===== src/rtl/core/lcgtx_pkg.sv =====
// ----------------------------------------------------------------------------
// lcgtx_pkg
// Shared types, constants and helpers for the LCG table XOR stream cipher.
// ----------------------------------------------------------------------------
package lcgtx_pkg;

    localparam int unsigned TABLE_DEPTH_DEF = 256;

    localparam logic [31:0] LCG_MUL   = 32'h41C6_4E6D;
    localparam logic [31:0] LCG_ADD   = 32'h0000_3039;
    localparam int unsigned INDEX_B_START = 32'h67;
    localparam int unsigned INDEX_WRAP    = 32'hF9;
    localparam int unsigned ENTRY_W       = 31;

    typedef struct packed {
        logic [7:0] data_byte;
        logic       last_in_message;
    } cipher_in_t;

    typedef struct packed {
        logic [7:0] out_byte;
        logic       last_out;
    } cipher_out_t;

    typedef enum logic [2:0] {
        ST_IDLE,
        ST_BUILD_A,
        ST_BUILD_B,
        ST_READ,
        ST_WRITE
    } ctrl_state_t;

    typedef struct packed {
        logic accept;
        logic seed_we;
        logic load_seed;
        logic step_a;
        logic step_b;
        logic commit;
    } dp_cmd_t;

    typedef struct packed {
        logic build_done;
        logic last_flag;
    } dp_status_t;

    function automatic logic [31:0] lcg_next(input logic [31:0] x);
        lcg_next = x * LCG_MUL + LCG_ADD;
    endfunction

endpackage


===== src/rtl/core/lcgtx_ctrl.sv =====
// ----------------------------------------------------------------------------
// lcgtx_ctrl
// Sequencer: table rebuild, per-byte read-modify-write and output beat.
// ----------------------------------------------------------------------------
module lcgtx_ctrl
    import lcgtx_pkg::*;
(
    input  logic       clk,
    input  logic       rst_n,
    input  logic       in_valid,
    output logic       in_stall,
    output logic       out_valid,
    input  logic       out_stall,
    input  logic       cfg_valid,
    output logic       cfg_ready,
    input  dp_status_t status,
    output dp_cmd_t    cmd
);

    ctrl_state_t state_reg, state_next;
    logic        stale_reg, stale_next;
    logic        out_valid_reg, out_valid_next;

    always_ff @(posedge clk or negedge rst_n)
    begin
        if (!rst_n)
        begin
            state_reg     <= ST_IDLE;
            stale_reg     <= 1'b1;
            out_valid_reg <= 1'b0;
        end
        else
        begin
            state_reg     <= state_next;
            stale_reg     <= stale_next;
            out_valid_reg <= out_valid_next;
        end
    end

    always_comb
    begin
        state_next = state_reg;
        cmd        = '0;
        in_stall   = (state_reg != ST_IDLE);
        cfg_ready  = (state_reg == ST_IDLE) && !in_valid;

        cmd.seed_we = cfg_valid && cfg_ready;

        unique case (state_reg)
            ST_IDLE:
            begin
                if (in_valid)
                begin
                    cmd.accept = 1'b1;
                    if (stale_reg)
                    begin
                        cmd.load_seed = 1'b1;
                        state_next    = ST_BUILD_A;
                    end
                    else
                    begin
                        // read data was captured at this edge
                        state_next = ST_WRITE;
                    end
                end
            end
            ST_BUILD_A:
            begin
                cmd.step_a = 1'b1;
                state_next = ST_BUILD_B;
            end
            ST_BUILD_B:
            begin
                cmd.step_b = 1'b1;
                state_next = status.build_done ? ST_READ : ST_BUILD_A;
            end
            ST_READ:
            begin
                state_next = ST_WRITE;
            end
            ST_WRITE:
            begin
                // hold until the output register is free
                if (!out_valid_reg || !out_stall)
                begin
                    cmd.commit = 1'b1;
                    state_next = ST_IDLE;
                end
            end
            default:
            begin
                state_next = ST_IDLE;
            end
        endcase
    end

    always_comb
    begin
        priority if (cmd.seed_we)
            stale_next = 1'b1;
        else if (cmd.load_seed)
            stale_next = 1'b0;
        else if (cmd.commit && status.last_flag)
            stale_next = 1'b1;
        else
            stale_next = stale_reg;
    end

    assign out_valid_next = cmd.commit | (out_valid_reg & out_stall);
    assign out_valid      = out_valid_reg;

endmodule


===== config.mk =====
export PLATFORM = sky130hd
export DESIGN_NAME = lcgtx_ctrl
export DESIGN_NICKNAME = d
export VERILOG_FILES = /design/src/rtl/core/lcgtx_pkg.sv /design/src/rtl/core/lcgtx_ctrl.sv
export SDC_FILE = /design/constraint.sdc
export NUM_CORES = 1
export LEC_CHECK = 0
export BUFFER_PORTS_ARGS = -buffer_cell sky130_fd_sc_hd__buf_4
export CAP_MARGIN = 5
export CELL_PAD_IN_SITES_DETAIL_PLACEMENT = 2
export CELL_PAD_IN_SITES_GLOBAL_PLACEMENT = 2
export CORE_UTILIZATION = 23
export DETAILED_ROUTE_END_ITERATION = 8
export HOLD_SLACK_MARGIN = 0.12
export MAX_ROUTING_LAYER = met4
export PLACE_DENSITY_LB_ADDON = 0.1
export RECOVER_POWER = 50
export SLEW_MARGIN = 10
export SYNTH_ARGS = -nofsm -noshare
export SYNTH_HDL_FRONTEND = slang
export SYNTH_SLANG_ARGS = --single-unit

===== constraint.sdc =====
create_clock -name clk -period 1.1 [get_ports clk]
set_input_delay 0 -clock clk [delete_from_list [all_inputs] [get_ports clk]]
set_output_delay 0 -clock clk [all_outputs]
set_load 0.05 [all_outputs]

Word-level counts from Yosys, hierarchy flattened
Index checks and enable logic that the tools add are counted.

storage, ports and cells
  flip-flop bits (word level) = 5
  bits in latches = 0
  bits in writable memories = 0
  ROM bits = 0
  input bits = 7
  output and inout port bits = 9
  word-level logic and storage cells = 39
  memories kept = 0

operators by class
  $add $sub $neg = 0
  $mul = 0
  div/mod/pow operators = 0
  magnitude comparators = 0
  equal/unequal tests = 6
  shift-type cells = 0
  multiplexer cells = 17
  bitwise logic cells = 2
  reductions and logical operators = 11

operators by type and width
  cell                                           number
  case mux 3 bit (5 select lines)                1
  2-to-1 mux 1 bit                               12
  2-to-1 mux 3 bit                               3
  == test 3 x 2 -> 1 bit, second input constant  2
  nonzero test 3 bit                             2
  != test 2 bit, second input constant           2
  == test 3 x 1 -> 1 bit, second input constant  1
  == test 3 bit, second input constant           1
  logical AND 1 bit                              3
  zero test 1 bit                                3
  zero test 3 bit                                1
  2-to-1 mux 2 bit                               1
  AND reduction 2 bit                            1
  bitwise AND 1 bit                              1
  logical OR 1 bit                               1
  bitwise OR 1 bit                               1

Depth between registers and ports, before layout
  depth after elaboration = 8
  depth in mapped cells = 4
  gate-level depth less buffers = 3

Least setup slack after synthesis
OpenSTA, ideal clock, no wires.

  kind = flip-flop to flip-flop
  start = register state_reg[2]
  end = register state_reg[1]
  library setup time = 71 ps
  data arrival time = 1,982 ps
  required time = 1,029 ps
  path slack = -953 ps
  cell stages (with the launch flop) = 4
  buffers on the path = 1
  clock period less this slack = 2,053 ps
  cell sequence = dfrtp_1 buf_6 nor3b_1 a21o_1

between the ends
  cells in the longest elaborated chain, start to end = 3
  elaborated cells on any way between the ends = 9
  those cells by class = eq/ne: 6; mux: 1; reduce/logical: 2

ends and longest elaborated chain
  what                                                     RTL line          text
  start, declared                                          lcgtx_ctrl.sv:20  ctrl_state_t state_reg, state_next;
  start signal, assigned                                   lcgtx_ctrl.sv:34  state_reg <= state_next;
  == test 3 bit / zero test 3 bit (equally long branches)  lcgtx_ctrl.sv:49  unique case (state_reg)
  != test 2 bit (no source line)                           --
  AND reduction 2 bit (no source line)                     --

Several ways; a longest one is shown, not always the timed one.
A chain may end at the register's enable or synchronous reset.

==> results.sh <==
export IMPL_outcome="finished, violations left"
export IMPL_violations="setup timing"
export IMPL_tightest_slew_ns=0.290
export IMPL_synth_most_common_cell="nand2_1"
export IMPL_finClkSkew_ns=0.00282
export IMPL_synth_area_leaders="dfrtp_1 30%, dfstp_2 7.9%, nor4b_4 7.2%"
export IMPL_seqPwrFrac=0.173
export IMPL_remaining_drc_errors=0
export IMPL_grt_pass1_vias=412
export IMPL_start_util=0.252
export IMPL_root_buffer="clkbuf_4"
export IMPL_timing_max_cap_violations=0
export IMPL_slew_violations=0
export IMPL_pwr_share_clk=0.094
export IMPL_dieArea_um2=1600
export IMPL_worst_setup_path_type="reg -> out"
export IMPL_finalPower_w=0.00242
export IMPL_syn_area_um2=332
export IMPL_finalSetupTns_ns=-2.51
export IMPL_synth_nets=39
export IMPL_largest_reg_flops=3
export IMPL_diodes=0
export IMPL_start_kind="flip-flop"
export IMPL_ys_seq_area_frac=0.381
export IMPL_drt_iter0_markers=6
export IMPL_rsz0062_at_grt="true"
export IMPL_grt_first_pass_wirelength_mm=2.10
export IMPL_timing_hold_ws_ns=0.200
export IMPL_endpoint="cmd[4]"
export IMPL_drive_gt1_frac=0.710
export IMPL_period_needed_ns=1.43
export IMPL_yosys_warnings=0
export IMPL_synth_edff_count=0
export IMPL_ant_nets=0
export IMPL_rr_worst_depth=4
export IMPL_syn_avg_cell_area_um2=10.4
export IMPL_cp_max_fo=5
export IMPL_end_kind="output pin"
export IMPL_grt_max_degree=9
export IMPL_ir_drop_v=0.00131
export IMPL_synth_top_area_frac=0.302
export IMPL_fin_nets=77
export IMPL_cts_htree_levels=1
export IMPL_clock_fmax_ghz=0.699
export IMPL_antenna_found_initial=0
export IMPL_min_path_type="in -> reg"
export IMPL_yosysUniqueCellTypes=21
export IMPL_grt_overflow_total=0
export IMPL_track_usage=0.221
export IMPL_synth_main_ff_cell="dfrtp_1"
export IMPL_r2r_slack_ns=-0.19
export IMPL_leakagePower_nw=0.354
export IMPL_rr_startpoint="state_reg[0]"
export IMPL_vias=415
export IMPL_setup_ws_ns=-0.330
export IMPL_io_buffer_count=15
export IMPL_arrival_ns=1.43
export IMPL_area_growth_pct=140
export IMPL_ys_top_cells_by_count="5 x nand2_1, 4 x dfrtp_1"
export IMPL_synth_area_leader_cell="dfrtp_1"
export IMPL_finalWirelength_mm=1.73
export IMPL_async_flop_share=1.00
export IMPL_dr_pass1_iters=2
export IMPL_slew_headroom=0.805
export IMPL_startpoint="state_reg[1]"
export IMPL_cts_buffers=3
export IMPL_timing_rr_end="stale_reg"
export IMPL_core_area_um2=1320
export IMPL_viasPerCell=4.94
export IMPL_cts_tree="built"
export IMPL_gp_congestion=0.761
export IMPL_post_route_period_util=1.30
export IMPL_cp_data_required_time_ns=1.10
export IMPL_p_sw_w=0.00118
export IMPL_p_sw_frac=0.488
export IMPL_placementRows=13
export IMPL_nFillCells=119
export IMPL_finalHoldViolations=0
export IMPL_clockBufferDepth=2
export IMPL_io_pins=16
export IMPL_die_width_um=40.0
export IMPL_drt_wirelength_per_cell_um=20.6
export IMPL_insertion_delay_ns=0.25
export IMPL_cts_sinks=5
export IMPL_postSynthCellCount=32
export IMPL_combPwrFrac=0.733
export IMPL_internal_power_w=0.00124
export IMPL_setup_violations_final=11
export IMPL_p_per_area_nw_per_um2=3050
export IMPL_die_h_um=40.0
export IMPL_synth_seq_cells=5
export IMPL_cts_clk_slew_worst_paths_ns=0.05
==> critical path, cell delays in order (launching register included) <==
cell        delay, ns
dfrtp_2          0.45
nor4_4           0.34
nand2_2          0.14
clkinvlp_4       0.11
buf_8            0.14
==> worst min-delay path by stage <==
stage	startpoint	to	slack (ns)	depth (start not counted)
after global placement	rst_n	state_reg[2]	-0.19	1
after floorplan	rst_n	out_valid	-0.30	0
after CTS	in_valid	state_reg[0]	0.13	3
final	in_valid	state_reg[0]	0.20	3
after detailed placement	rst_n	state_reg[2]	-0.19	1
after global routing	in_valid	state_reg[0]	0.19	3
==> area by class of cell <==
cell class	instances	area, um^2	area share
clock buffers	4	26.3	0.0331
inverters	1	7.51	0.00945
multi-input cells	23	248	0.312
flip-flops and latches	5	129	0.162
well taps	15	18.8	0.0236
repair buffers	36	365	0.460
==> stage by stage <==
stage / cell area, um^2 / util / std cells / setup slack [ns]
5_1_grt: 795 / 0.603 / 84 / -0.403
6_report: 795 / 0.603 / 84 / -0.330
2_1_floorplan: 365 / - / 32 / -0.533
3_3_place_gp: 528 / 0.401 / 66 / -0.0404
4_1_cts: 706 / 0.536 / 78 / -0.268
3_5_place_dp: 528 / 0.401 / 66 / -0.0940
==> power by group through the flow <==
stage | Sequential [W] | Clock (W) | Combinational [W]
CTS | 0.000391 | 0.000227 | 0.00149
detailed placement | 0.000389 | 0 | 0.00122
floorplan | 0.000371 | 0 | 0.000855
global route | 0.000426 | 0.000247 | 0.00185
global placement | 0.000377 | 0 | 0.00118
finish | 0.000418 | 0.000227 | 0.00178
==> repair_timing <==
action / 4_1_cts / 5_1_grt
resized for setup: 21 / 12
buffers inserted: 2 / 7
cloned: 0 / 0
hold buffers: 6 / 0
pin swaps: 2 / 7
endpoints found under the setup margin: 10 / 10
endpoints found under the hold margin: 8 / 0
==> layer usage <==
layer / GRT usage / routed length, um
met1: 0.231 / 656
met4: 0.0517 / 16
met5: - / 0
met2: 0.423 / 968
met3: 0.0333 / 86
==> placed cells by master (no fill, tap or decap) <==
master,synthesis,final
a21o_1,1,1
a21oi_1,2,1
a21oi_4,0,1
a32oi_2,0,1
buf_12,0,1
buf_4,1,13
buf_6,2,11
buf_8,0,4
clkbuf_1,0,2
clkbuf_4,0,3
clkinvlp_4,0,1
dfrtp_1,4,2
dfrtp_2,0,2
dfstp_2,1,1
dlygate4sd3_1,0,6
nand2_1,5,3
nand2_2,0,1
nand2_4,0,1
nand3b_1,1,1
nand4_1,1,1
nor2_4,0,3
nor3_1,1,1
nor3b_4,0,2
nor4_4,1,1
nor4b_4,1,1
o211ai_1,1,1
o31ai_2,0,1
or2b_1,1,1
or3_4,1,1
==> logic make-up after synthesis <==
group | share of synthesized area
flip-flops | 0.381
buffers and inverters | 0.102
AND/OR/NAND/NOR | 0.392
AO/OA/AOI/OAI | 0.125
(Power assumes the default switching activity.)
